===== src/rtl/hcwm_pkg.sv =====
// hcwm_pkg: shared constants and types for the hwb colour weighted mix core
`default_nettype none

package hcwm_pkg;

    // packed colour layout
    localparam int HUE_W   = 9;
    localparam int LEVEL_W = 7;
    localparam int ALPHA_W = 8;
    localparam int WGT_W   = 8;
    localparam int COLOUR_W = 32;
    localparam int MIXED_W  = 31;

    localparam logic [9:0]         FULL_ARC  = 10'h168;
    localparam logic [9:0]         HALF_ARC  = 10'hB4;
    localparam logic [LEVEL_W-1:0] LEVEL_MAX = 7'h7F;
    localparam logic [15:0]        ALPHA_ONE = 16'hFF00;
    localparam logic [WGT_W-1:0]   WGT_CAP   = 8'hFE;

    // divider: quotients stay below 2**DIV_BITS, dividends fit REM_W bits
    localparam int DIV_BITS = 9;
    localparam int PROD_W   = 16;
    localparam int REM_W    = PROD_W + DIV_BITS;

    // register stage indexes: input stage, operand stage, divider, output
    localparam int ST_OPER  = 1;
    localparam int ST_DIV0  = 2;
    localparam int ST_DIVN  = ST_DIV0 + DIV_BITS - 1;
    localparam int ST_OUT   = ST_DIVN + 1;

    // fields that ride along with the beat until the output stage
    typedef struct packed {
        logic [HUE_W-1:0]   hue_b;
        logic               neg;
        logic [LEVEL_W-1:0] white_a;
        logic [LEVEL_W-1:0] white_b;
        logic [LEVEL_W-1:0] black_a;
        logic [LEVEL_W-1:0] black_b;
        logic [ALPHA_W-1:0] alpha;
        logic [WGT_W-1:0]   weight;
    } t_carry;

endpackage

`default_nettype wire


===== src/rtl/hcwm_if.sv =====
// hcwm_if: valid/ready channels for colour pairs in and mixed colours out
`default_nettype none

interface hcwm_in_if;
    logic                          valid;
    logic                          ready;
    logic [hcwm_pkg::COLOUR_W-1:0] colour_a;
    logic [hcwm_pkg::COLOUR_W-1:0] colour_b;
    logic [hcwm_pkg::WGT_W-1:0]    weight_in;

    modport source (output valid, colour_a, colour_b, weight_in, input ready);
    modport sink   (input valid, colour_a, colour_b, weight_in, output ready);
endinterface

interface hcwm_out_if;
    logic                         valid;
    logic                         ready;
    logic [hcwm_pkg::MIXED_W-1:0] mixed_colour;
    logic [hcwm_pkg::WGT_W-1:0]   weight_out;

    modport source (output valid, mixed_colour, weight_out, input ready);
    modport sink   (input valid, mixed_colour, weight_out, output ready);
endinterface

`default_nettype wire


===== src/rtl/hwb_colour_weighted_mix_core.sv =====
// hwb_colour_weighted_mix_core: pipelined weighted mix of two packed hwba colours
//
//  channel  dir  handshake       payload
//  i_in     in   valid / ready   colour_a[31:0], colour_b[31:0], weight_in[7:0]
//  o_out    out  valid / ready   mixed_colour[30:0], weight_out[7:0]
//
// one beat per cycle in and out while the output channel is not stalled
// the 9-stage restoring divider (one quotient bit per stage) sets the depth
// the whole pipe advances together whenever the output register is empty or taken
// i_rst_n clears all stage valid bits; payload registers are not reset
`default_nettype none

module hwb_colour_weighted_mix_core (
    input  wire        i_clk,
    input  wire        i_rst_n,
    hcwm_in_if.sink    i_in,
    hcwm_out_if.source o_out
);

    localparam int RW = hcwm_pkg::REM_W;
    localparam int QW = hcwm_pkg::DIV_BITS;
    localparam int LW = hcwm_pkg::LEVEL_W;
    localparam int HW = hcwm_pkg::HUE_W;

    logic                       adv;
    logic [hcwm_pkg::ST_OUT:0]  r_vld;

    hcwm_pkg::t_carry           r_cry [0:hcwm_pkg::ST_DIVN];
    logic [QW-1:0]              r_mag;
    logic [hcwm_pkg::PROD_W-1:0] r_prod;
    logic [7:0]                 r_alpha_b;

    logic [hcwm_pkg::PROD_W-1:0] r_den  [hcwm_pkg::ST_OPER:hcwm_pkg::ST_DIVN];
    logic [RW-1:0]              r_rem1 [hcwm_pkg::ST_OPER:hcwm_pkg::ST_DIVN];
    logic [RW-1:0]              r_rem2 [hcwm_pkg::ST_OPER:hcwm_pkg::ST_DIVN];
    logic [QW-1:0]              r_q1   [hcwm_pkg::ST_OPER:hcwm_pkg::ST_DIVN];
    logic [QW-1:0]              r_q2   [hcwm_pkg::ST_OPER:hcwm_pkg::ST_DIVN];

    logic [hcwm_pkg::MIXED_W-1:0] r_mixed;
    logic [hcwm_pkg::WGT_W-1:0]   r_wout;

    assign adv         = !r_vld[hcwm_pkg::ST_OUT] || o_out.ready;
    // no beat is taken while reset is held
    assign i_in.ready  = adv && i_rst_n;
    assign o_out.valid = r_vld[hcwm_pkg::ST_OUT];
    assign o_out.mixed_colour = r_mixed;
    assign o_out.weight_out   = r_wout;

    always_ff @(posedge i_clk) begin
        if (!i_rst_n) begin
            r_vld <= '0;
        end else if (adv) begin
            r_vld <= {r_vld[hcwm_pkg::ST_OUT-1:0], i_in.valid};
        end
    end

    // ---------------- stage 0: unpack, grey hue swap, arc offset, w*alpha_a
    logic [HW-1:0] s_hue_a, s_hue_b, s_ha, s_hb, s_diff, s_ra, s_rb;
    logic [LW-1:0] s_wa, s_wb, s_ba, s_bb;
    logic [7:0]    s_aa, s_ab, s_w;
    logic          s_grey_a, s_grey_b;
    logic [9:0]    s_off, s_pa, s_pb;
    logic [15:0]   s_inv;
    hcwm_pkg::t_carry n_cry0;

    always_comb begin
        s_hue_a = i_in.colour_a[30:22];
        s_hue_b = i_in.colour_b[30:22];
        s_wa    = i_in.colour_a[21:15];
        s_wb    = i_in.colour_b[21:15];
        s_ba    = i_in.colour_a[14:8];
        s_bb    = i_in.colour_b[14:8];
        s_aa    = i_in.colour_a[7:0];
        s_ab    = i_in.colour_b[7:0];
        s_grey_a = (s_wa == hcwm_pkg::LEVEL_MAX) || (s_ba == hcwm_pkg::LEVEL_MAX);
        s_grey_b = (s_wb == hcwm_pkg::LEVEL_MAX) || (s_bb == hcwm_pkg::LEVEL_MAX);
        s_ha    = s_grey_a ? s_hue_b : s_hue_a;
        s_hb    = s_grey_b ? s_ha : s_hue_b;
        s_diff  = (s_ha > s_hb) ? (s_ha - s_hb) : (s_hb - s_ha);
        s_off   = ({1'b0, s_diff} > hcwm_pkg::HALF_ARC) ? hcwm_pkg::HALF_ARC : 10'd0;
        // sums stay below twice the full arc, so one subtract reduces them
        s_pa    = {1'b0, s_ha} + s_off;
        s_pb    = {1'b0, s_hb} + s_off;
        s_ra    = (s_pa >= hcwm_pkg::FULL_ARC) ? HW'(s_pa - hcwm_pkg::FULL_ARC) : s_pa[HW-1:0];
        s_rb    = (s_pb >= hcwm_pkg::FULL_ARC) ? HW'(s_pb - hcwm_pkg::FULL_ARC) : s_pb[HW-1:0];
        s_w     = (i_in.weight_in == 8'd0) ? 8'd1 : i_in.weight_in;
        s_inv   = 16'(8'hFF - s_aa) * 16'(8'hFF - s_ab);

        n_cry0.hue_b   = s_hb;
        n_cry0.neg     = s_ra < s_rb;
        n_cry0.white_a = s_wa;
        n_cry0.white_b = s_wb;
        n_cry0.black_a = s_ba;
        n_cry0.black_b = s_bb;
        n_cry0.alpha   = 8'((hcwm_pkg::ALPHA_ONE - s_inv) >> 8);
        n_cry0.weight  = (s_w < hcwm_pkg::WGT_CAP) ? 8'(s_w + 8'd1) : s_w;
    end

    always_ff @(posedge i_clk) begin
        if (adv) begin
            r_cry[0]  <= n_cry0;
            r_mag     <= n_cry0.neg ? (s_rb - s_ra) : (s_ra - s_rb);
            r_prod    <= 16'(s_w) * 16'(s_aa);
            r_alpha_b <= s_ab;
        end
    end

    // ---------------- stage 1: denominator and both dividends
    logic [16:0] s_den;

    assign s_den = {1'b0, r_prod} + 17'(r_alpha_b);

    always_ff @(posedge i_clk) begin
        if (adv) begin
            r_cry[hcwm_pkg::ST_OPER] <= r_cry[0];
            // zero denominator only occurs with zero dividends: dividing by one gives zero
            r_den[hcwm_pkg::ST_OPER]  <= (s_den == 17'd0) ? 16'd1 : s_den[15:0];
            r_rem1[hcwm_pkg::ST_OPER] <= RW'(r_mag) * RW'(r_prod);
            r_rem2[hcwm_pkg::ST_OPER] <= RW'(hcwm_pkg::LEVEL_MAX) * RW'(r_prod);
            r_q1[hcwm_pkg::ST_OPER]   <= '0;
            r_q2[hcwm_pkg::ST_OPER]   <= '0;
        end
    end

    // ---------------- divider: one quotient bit per stage, msb first
    for (genvar j = hcwm_pkg::ST_DIV0; j <= hcwm_pkg::ST_DIVN; j++) begin : g_div
        localparam int BIT = hcwm_pkg::ST_DIVN - j;

        logic [RW-1:0] s_dsh;
        logic          s_ge1, s_ge2;
        logic [RW-1:0] n_rem1, n_rem2;
        logic [QW-1:0] n_q1, n_q2;

        always_comb begin
            s_dsh  = RW'(r_den[j-1]) << BIT;
            s_ge1  = r_rem1[j-1] >= s_dsh;
            s_ge2  = r_rem2[j-1] >= s_dsh;
            n_rem1 = s_ge1 ? (r_rem1[j-1] - s_dsh) : r_rem1[j-1];
            n_rem2 = s_ge2 ? (r_rem2[j-1] - s_dsh) : r_rem2[j-1];
            n_q1   = r_q1[j-1];
            n_q2   = r_q2[j-1];
            n_q1[BIT] = s_ge1;
            n_q2[BIT] = s_ge2;
        end

        always_ff @(posedge i_clk) begin
            if (adv) begin
                r_cry[j]  <= r_cry[j-1];
                r_den[j]  <= r_den[j-1];
                r_rem1[j] <= n_rem1;
                r_rem2[j] <= n_rem2;
                r_q1[j]   <= n_q1;
                r_q2[j]   <= n_q2;
            end
        end
    end

    // ---------------- output stage: hue wrap and level blend
    hcwm_pkg::t_carry s_c;
    logic [10:0]   s_hsum, s_hm1, s_hm2;
    logic [LW-1:0] s_f, s_fb, s_white, s_black;
    logic [7:0]    s_fa;
    logic [14:0]   s_wsum, s_bsum;

    always_comb begin
        s_c    = r_cry[hcwm_pkg::ST_DIVN];
        s_hsum = 11'(s_c.hue_b) + 11'(hcwm_pkg::FULL_ARC);
        s_hsum = s_c.neg ? (s_hsum - 11'(r_q1[hcwm_pkg::ST_DIVN]))
                         : (s_hsum + 11'(r_q1[hcwm_pkg::ST_DIVN]));
        // sum is below four full arcs
        s_hm1  = (s_hsum >= 11'(2 * hcwm_pkg::FULL_ARC)) ?
                 (s_hsum - 11'(2 * hcwm_pkg::FULL_ARC)) : s_hsum;
        s_hm2  = (s_hm1 >= 11'(hcwm_pkg::FULL_ARC)) ?
                 (s_hm1 - 11'(hcwm_pkg::FULL_ARC)) : s_hm1;
        s_f    = r_q2[hcwm_pkg::ST_DIVN][LW-1:0];
        s_fa   = {1'b0, s_f} + 8'd1;
        s_fb   = hcwm_pkg::LEVEL_MAX - s_f;
        s_wsum = 15'(s_c.white_a) * 15'(s_fa) + 15'(s_c.white_b) * 15'(s_fb);
        s_bsum = 15'(s_c.black_a) * 15'(s_fa) + 15'(s_c.black_b) * 15'(s_fb);
        s_white = s_wsum[13:7];
        s_black = s_bsum[13:7];
    end

    always_ff @(posedge i_clk) begin
        if (adv) begin
            r_mixed <= {s_hm2[HW-1:0], s_white, s_black, s_c.alpha};
            r_wout  <= s_c.weight;
        end
    end

    // ---------------- checks
    a_hue_range: assert property (@(posedge i_clk) disable iff (!i_rst_n)
        o_out.valid |-> (o_out.mixed_colour[30:22] < 9'(hcwm_pkg::FULL_ARC)))
        else $error("mixed hue out of range");

    a_weight_min: assert property (@(posedge i_clk) disable iff (!i_rst_n)
        o_out.valid |-> (o_out.weight_out >= 8'd2))
        else $error("weight out below two");

    a_rem_hue: assert property (@(posedge i_clk) disable iff (!i_rst_n)
        r_vld[hcwm_pkg::ST_DIVN] |->
            (r_rem1[hcwm_pkg::ST_DIVN] < RW'(r_den[hcwm_pkg::ST_DIVN])))
        else $error("hue quotient overflowed divider");

    a_rem_level: assert property (@(posedge i_clk) disable iff (!i_rst_n)
        r_vld[hcwm_pkg::ST_DIVN] |->
            (r_rem2[hcwm_pkg::ST_DIVN] < RW'(r_den[hcwm_pkg::ST_DIVN]) &&
             r_q2[hcwm_pkg::ST_DIVN] <= QW'(hcwm_pkg::LEVEL_MAX)))
        else $error("blend factor out of range");

endmodule

`default_nettype wire


===== src/flat_wrapper.sv =====
// flat-port wrapper written by rule: the top's interface ports become plain ports
module hwb_colour_weighted_mix_core_flat 
  (i_clk, i_rst_n, i_in_valid, i_in_colour_a, i_in_colour_b, i_in_weight_in, i_in_ready, o_out_valid, o_out_mixed_colour, o_out_weight_out, o_out_ready);
  hcwm_in_if i_in_i ();
  hcwm_out_if o_out_i ();
  input  wire i_clk;
  input  wire i_rst_n;
  input wire logic [$bits(i_in_i.valid)-1:0] i_in_valid;
  input wire logic [$bits(i_in_i.colour_a)-1:0] i_in_colour_a;
  input wire logic [$bits(i_in_i.colour_b)-1:0] i_in_colour_b;
  input wire logic [$bits(i_in_i.weight_in)-1:0] i_in_weight_in;
  output wire logic [$bits(i_in_i.ready)-1:0] i_in_ready;
  output wire logic [$bits(o_out_i.valid)-1:0] o_out_valid;
  output wire logic [$bits(o_out_i.mixed_colour)-1:0] o_out_mixed_colour;
  output wire logic [$bits(o_out_i.weight_out)-1:0] o_out_weight_out;
  input wire logic [$bits(o_out_i.ready)-1:0] o_out_ready;
  assign i_in_i.valid = i_in_valid;
  assign i_in_i.colour_a = i_in_colour_a;
  assign i_in_i.colour_b = i_in_colour_b;
  assign i_in_i.weight_in = i_in_weight_in;
  assign i_in_ready = i_in_i.ready;
  assign o_out_valid = o_out_i.valid;
  assign o_out_mixed_colour = o_out_i.mixed_colour;
  assign o_out_weight_out = o_out_i.weight_out;
  assign o_out_i.ready = o_out_ready;
  hwb_colour_weighted_mix_core u_core (.i_clk(i_clk), .i_rst_n(i_rst_n), .i_in(i_in_i), .o_out(o_out_i));
endmodule

===== config.mk =====
export PLATFORM = sky130hd
export DESIGN_NAME = hwb_colour_weighted_mix_core_flat
export DESIGN_NICKNAME = d
export VERILOG_FILES = /design/src/rtl/hcwm_pkg.sv /design/src/rtl/hcwm_if.sv /design/src/rtl/hwb_colour_weighted_mix_core.sv /design/src/flat_wrapper.sv
export SDC_FILE = /design/constraint.sdc
export NUM_CORES = 2
export LEC_CHECK = 0
export BUFFER_PORTS_ARGS = -buffer_cell sky130_fd_sc_hd__buf_2
export CAP_MARGIN = 10
export CORE_ASPECT_RATIO = 1.2
export CORE_MARGIN = 2
export CORE_UTILIZATION = 55
export CTS_CLUSTER_DIAMETER = 80
export CTS_CLUSTER_SIZE = 8
export DETAILED_ROUTE_END_ITERATION = 12
export PLACE_DENSITY = 0.74
export SLEW_MARGIN = 20
export SYNTH_ARGS = -nofsm -noshare
export SYNTH_HDL_FRONTEND = slang
export SYNTH_SLANG_ARGS = --single-unit

===== constraint.sdc =====
create_clock -name i_clk -period 38.3 [get_ports i_clk]
set_input_delay 1.915 -clock i_clk [delete_from_list [all_inputs] [get_ports i_clk]]
set_output_delay 1.915 -clock i_clk [all_outputs]
set_load 0.02 [all_outputs]

### Word-level counts from Yosys, hierarchy flattened

Memories as Yosys holds them, arrays and structs flattened.
Index checks and enable logic that the tools add are counted.

| storage, ports and cells | value |
|---|---|
| memories | 6 |
| word-level logic and storage cells | 130 |
| bits in latches | 0 |
| bits in read-only memories | 0 |
| register bits after elaboration | 84 |
| output and inout port bits | 41 |
| RAM bits | 1434 |

Memory list:

| name | words | bits a word | rd ports | clocked after memory_dff | write ports | line | source |
|---|---|---|---|---|---|---|---|
| u_core.r_cry | 11 | 54 | 11 | 0 | 11 | hwb_colour_weighted_mix_core.sv:28 | `hcwm_pkg::t_carry r_cry [0:hcwm_pkg::ST_DIVN];` |
| u_core.r_rem1 | 10 | 25 | 9 | 0 | 10 | hwb_colour_weighted_mix_core.sv:34 | `logic [RW-1:0] r_rem1 [hcwm_pkg::ST_OPER:hcwm_pkg::ST_DIVN];` |
| u_core.r_rem2 | 10 | 25 | 9 | 0 | 10 | hwb_colour_weighted_mix_core.sv:35 | `logic [RW-1:0] r_rem2 [hcwm_pkg::ST_OPER:hcwm_pkg::ST_DIVN];` |
| u_core.r_den | 10 | 16 | 9 | 0 | 10 | hwb_colour_weighted_mix_core.sv:33 | `logic [hcwm_pkg::PROD_W-1:0] r_den [hcwm_pkg::ST_OPER:hcwm_pkg::ST_DIVN];` |
| u_core.r_q1 | 10 | 9 | 10 | 0 | 10 | hwb_colour_weighted_mix_core.sv:36 | `logic [QW-1:0] r_q1 [hcwm_pkg::ST_OPER:hcwm_pkg::ST_DIVN];` |
| u_core.r_q2 | 10 | 9 | 10 | 0 | 10 | hwb_colour_weighted_mix_core.sv:37 | `logic [QW-1:0] r_q2 [hcwm_pkg::ST_OPER:hcwm_pkg::ST_DIVN];` |

| cells by class | value |
|---|---|
| reduce and logical (&&, ||, !) cells | 7 |
| eq/ne operators | 4 |
| add/subtract/negate cells | 40 |
| magnitude comparators | 26 |
| shifts and indexed selects | 0 |
| bitwise operators | 0 |
| muxes and demuxes | 33 |
| div/mod/pow operators | 0 |
| $mul | 8 |

Operators with widths:

| kind | count |
|---|---|
| two-way mux 25 bit | 18 |
| two-way mux 9 bit | 7 |
| >= comparator 25 x 16 -> 1 bit | 2 |
| >= comparator 25 x 17 -> 1 bit | 2 |
| >= comparator 25 x 18 -> 1 bit | 2 |
| >= comparator 25 x 19 -> 1 bit | 2 |
| >= comparator 25 x 20 -> 1 bit | 2 |
| >= comparator 25 x 21 -> 1 bit | 2 |
| >= comparator 25 x 22 -> 1 bit | 2 |
| >= comparator 25 x 23 -> 1 bit | 2 |
| >= comparator 25 x 24 -> 1 bit | 2 |
| subtractor 25 x 16 -> 25 bit | 2 |
| subtractor 25 x 17 -> 25 bit | 2 |
| subtractor 25 x 18 -> 25 bit | 2 |
| subtractor 25 x 19 -> 25 bit | 2 |
| subtractor 25 x 20 -> 25 bit | 2 |
| subtractor 25 x 21 -> 25 bit | 2 |
| subtractor 25 x 22 -> 25 bit | 2 |
| subtractor 25 x 23 -> 25 bit | 2 |
| subtractor 25 x 24 -> 25 bit | 2 |
| subtractor 9 bit | 4 |
| adder 14 bit | 2 |
| == test 7 bit (second input constant) | 4 |
| multiplier 7 x 7 -> 14 bit | 2 |
| other kinds (33) | 45 |

### Logic depth before layout (Yosys ltp)

| depth | value |
|---|---|
| depth after elaboration | 13 |
| gate-level depth with buffers | 41 |
| gate-level depth less buffers | 38 |

### Worst setup path before layout

OpenSTA, ideal clock, no wires.

| path | value |
|---|---|
| kind | input -> output |
| from | input port o_out_ready |
| to | output port i_in_ready |
| setup slack | -4.627 ns |
| cell stages on the path | 4 |
| data arrival time | 41.012 ns |
| data required time | 36.385 ns |
| path through | nor2b_1 inv_1 clkbuf_1 and2_1 |

| on the way | value |
|---|---|
| longest elaborated chain between the ends | 2 |

RTL lines:

| what | line | source |
|---|---|---|
| from (decl) | flat_wrapper.sv:16 | `input wire logic [$bits(o_out_i.ready)-1:0] o_out_ready;` |
| logical OR 1 bit | hwb_colour_weighted_mix_core.sv:42 | `assign adv = !r_vld[hcwm_pkg::ST_OUT] \|\| o_out.ready;` |
| logical AND 1 bit | hwb_colour_weighted_mix_core.sv:44 | `assign i_in.ready = adv && i_rst_n;` |
| to (decl) | flat_wrapper.sv:12 | `output wire logic [$bits(i_in_i.ready)-1:0] i_in_ready;` |

Every way passes these cells.

==> results.py <==
metrics = {
    "critical_path": {
        "slowest_delay_ns": 0.84,
        "critPathKind": "input port to register",
        "crit_path_end_kind": "register",
        "worst_ep_arrival_time_ns": 11.44,
        "cp_slowest_cell": "a21oi_1",
        "worst-path-max-fanout": 14,
        "crit_path_start_kind": "input port",
        "cp.required_ns": 38.83,
    },
    "route": {
        "wl_per_cell_um": 18.2,
        "drc": 0,
        "dr.pass1.iters": 6,
        "finalWirelength_um": 160000,
        "vias_per_cell": 5.53,
        "final_antenna_net_count": 0,
        "vias": 48400,
        "drtIter0Drc": 2835,
    },
    "final_layout": {
        "syn_to_final_growth_pct": 10.2,
        "num-nets-final": 7874,
        "register_area_um2": 40200,
        "drive_gt1_share_pct": 7.99,
        "fin_util_pct": 60.8,
        "fillers": 11200,
        "multiInputGateArea_um2": 36000,
        "fin_cells": 8759,
    },
    "outcome": {
        "status": "finished, final reports clean",
    },
    "timing": {
        "slew_violations": 0,
        "rsz0062_at_grt": "false",
        "fin_crit_ns": 10.90,
        "maxSlewHeadroom_pct": 30.8,
        "setup_viol": 0,
        "max_freq_mhz": 91.7,
        "worst_pin_slew_ns": 1.04,
        "skew_ns": 0.0518,
        "finalSetupTns_ns": 0,
        "hold_violations": 0,
        "min_period_over_period_pct": 28.5,
    },
    "clock_tree": {
        "cts.repair.resized": 0,
        "clock_latency_ns": 0.82,
        "cts_made_buffers": 188,
        "cts_setup_buffers": 0,
        "cts_tree": "done",
        "htree_levels": 4,
        "hold_buffers": 0,
        "clk_pin_slew_worst_paths_ns": 0.05,
        "cts_max_path_buffers": 3,
        "cts-root-buf": "clkbuf_16",
        "clkSinkCount": 1343,
    },
    "global_routing": {
        "grt_overflow": 0,
        "grt_antenna_before_repair": 2,
        "grt_pass1_vias": 50000,
        "grt_first_pass_wirelength_um": 257000,
        "grtUsageTotal_pct": 22.1,
        "grt_max_degree": 187,
    },
    "logic_synthesis": {
        "synth_area_um2": 79700,
        "synth-async-reset-ratio_pct": 0,
        "synth_flop_cell": "edfxtp_1",
        "ys_seq_area_share_pct": 50.5,
        "syn-mean-instance-area_um2": 12.2,
        "synth_edf_count": 1331,
        "ys_ff_latch": 1343,
        "yosys.cell_types.count": 97,
        "synth_nets": 7658,
        "yosysWarnings": 0,
        "syn_inst": 6554,
    },
    "floorplan": {
        "die_w_um": 351,
        "num_io_pins": 117,
        "fp.coreArea_um2": 144000,
        "start_util_pct": 55.2,
        "dieArea_um2": 148000,
        "num_rows": 153,
        "die_y_um": 421,
    },
    "hold_path": {
        "min_path_type": "register to register",
    },
    "run": {
        "cap_violations": 0,
    },
    "placed_design": {
        "gp_congestion": 0.901,
        "placedCellCount": 8517,
        "portBuffers": 114,
        "dp_hpwl_um": 117000,
    },
}
[cell usage after synthesis, types with 11 or more instances]
cell type | instances | area [µm²]
edfxtp_1 | 1331 | 40000
inv_1 | 779 | 2920
ha_1 | 640 | 8010
nand2_1 | 432 | 1620
fa_1 | 388 | 7770
nor2_1 | 371 | 1390
a21oi_1 | 298 | 1490
xnor2_1 | 250 | 2190
o21ai_0 | 226 | 1130
and2_1 | 168 | 1050
nor2b_1 | 151 | 945
xor2_1 | 137 | 1200
a21o_1 | 114 | 856
clkbuf_1 | 107 | 402
nand2b_1 | 105 | 657
nor3_1 | 105 | 526
mux2_2 | 104 | 1170
nand3_1 | 91 | 455
nand4_1 | 66 | 413
a21boi_0 | 62 | 465
o21a_1 | 56 | 420
nor4_1 | 41 | 257
o21bai_1 | 33 | 248
o31ai_1 | 31 | 233
a31oi_1 | 30 | 188
or2_2 | 28 | 175
or3_1 | 28 | 175
and3_1 | 25 | 156
mux2i_1 | 25 | 250
a211oi_1 | 22 | 165
buf_2 | 18 | 90.1
o21ai_1 | 17 | 85.1
o211ai_1 | 16 | 120
a2111oi_0 | 14 | 123
nor4b_1 | 14 | 123
o2111ai_1 | 13 | 114
dfxtp_1 | 12 | 240
o41ai_1 | 12 | 105
a31o_2 | 11 | 96.3
or4_1 | 11 | 82.6
[per-layer routing]
metal,wire [µm],global-route usage (%)
met3,4960,2.76
met2,84700,40.6
met1,61000,24.7
met4,8980,12.5
met5,13,0
[final cells by class]
type | count | share of cell area [%]
repair buffers | 156 | 1.04
well taps | 1937 | 2.76
clock buffers | 220 | 5.49
flip-flops and latches | 1343 | 45.8
diodes | 2 | 0.00570
inverters | 781 | 3.35
clock inverters | 20 | 0.526
multi-input cells | 4300 | 41.0
[per-stage QoR]
stage	hold slack [ns]	setup WS (ns)	cell area [µm²]
after floorplan	0.400	16.19	79700
final	0.376	27.40	87800
after detailed placement	0.405	26.64	82500
after CTS	0.371	27.48	87800
after global placement	0.400	26.67	82500
after global routing	0.383	26.72	87800
[critical path: cells and delay by family]
family / cells / cell delay, ns
xor gates and xnor gates: 3 / 0.65
and+or+nand+nor: 10 / 2.20
buffers and inverters: 4 / 0.76
muxes: 3 / 1.08
AOI/OAI and AO/OA: 14 / 3.45
adders and majority gates: 4 / 1.38
[kinds of logic (layout without fill, tap and decap cells)]
kind of cell / after synthesis / count (layout) / share of synthesized area (%)
AO/OA/AOI/OAI: 1068 / 1068 / 8.68
multiplexers: 130 / 130 / 1.80
adder cells (fa/ha/maj): 1028 / 1028 / 19.8
AND/OR/NAND/NOR: 1686 / 1686 / 10.6
flip-flops: 1343 / 1343 / 50.5
buffers and inverters: 911 / 1177 / 4.34
XOR/XNOR: 388 / 388 / 4.29
other: 0 / 2 / 0
[sequential cells by signal (all words and copies together), names as in the netlist]
name                       cells
u_core.o_out.mixed_colour     31
u_core.o_out.weight_out        8
u_core.r_alpha_b               8
u_core.r_cry                 594
u_core.r_den                 144
u_core.r_mag                   9
u_core.r_prod                 16
u_core.r_q1                   45
u_core.r_q2                   28
u_core.r_rem1                225
u_core.r_rem2                223
u_core.r_vld                  12
[path summary, 6_finish.rpt]
check / depth (start not counted) / slack, ns / from / endpoint
max: 38 / 27.40 / i_in_colour_a[21] / u_core.r_mag[8]
min: 0 / 0.38 / u_core.r_cry[1][53] / u_core.r_cry[2][53]
max reg2reg: 22 / 30.78 / u_core.r_q2[0][91] / u_core.o_out.mixed_colour[21]
min reg2reg: 0 / 0.38 / u_core.r_cry[1][53] / u_core.r_cry[2][53]
[cell usage in the layout, fill, tap and decap left out, types with 150 or more instances in the layout]
cell and count:
a21oi_1 297, o21ai_0 226, inv_1 778, and2_1 168
nand2_1 432, nor2b_1 150, ha_1 640, xnor2_1 250
fa_1 388, nor2_1 371, edfxtp_1 1331, clkbuf_16 188
Power is left out: the tool's default activity adds up to more than one toggle a clock period on the data nets, which glitch-free logic cannot reach.
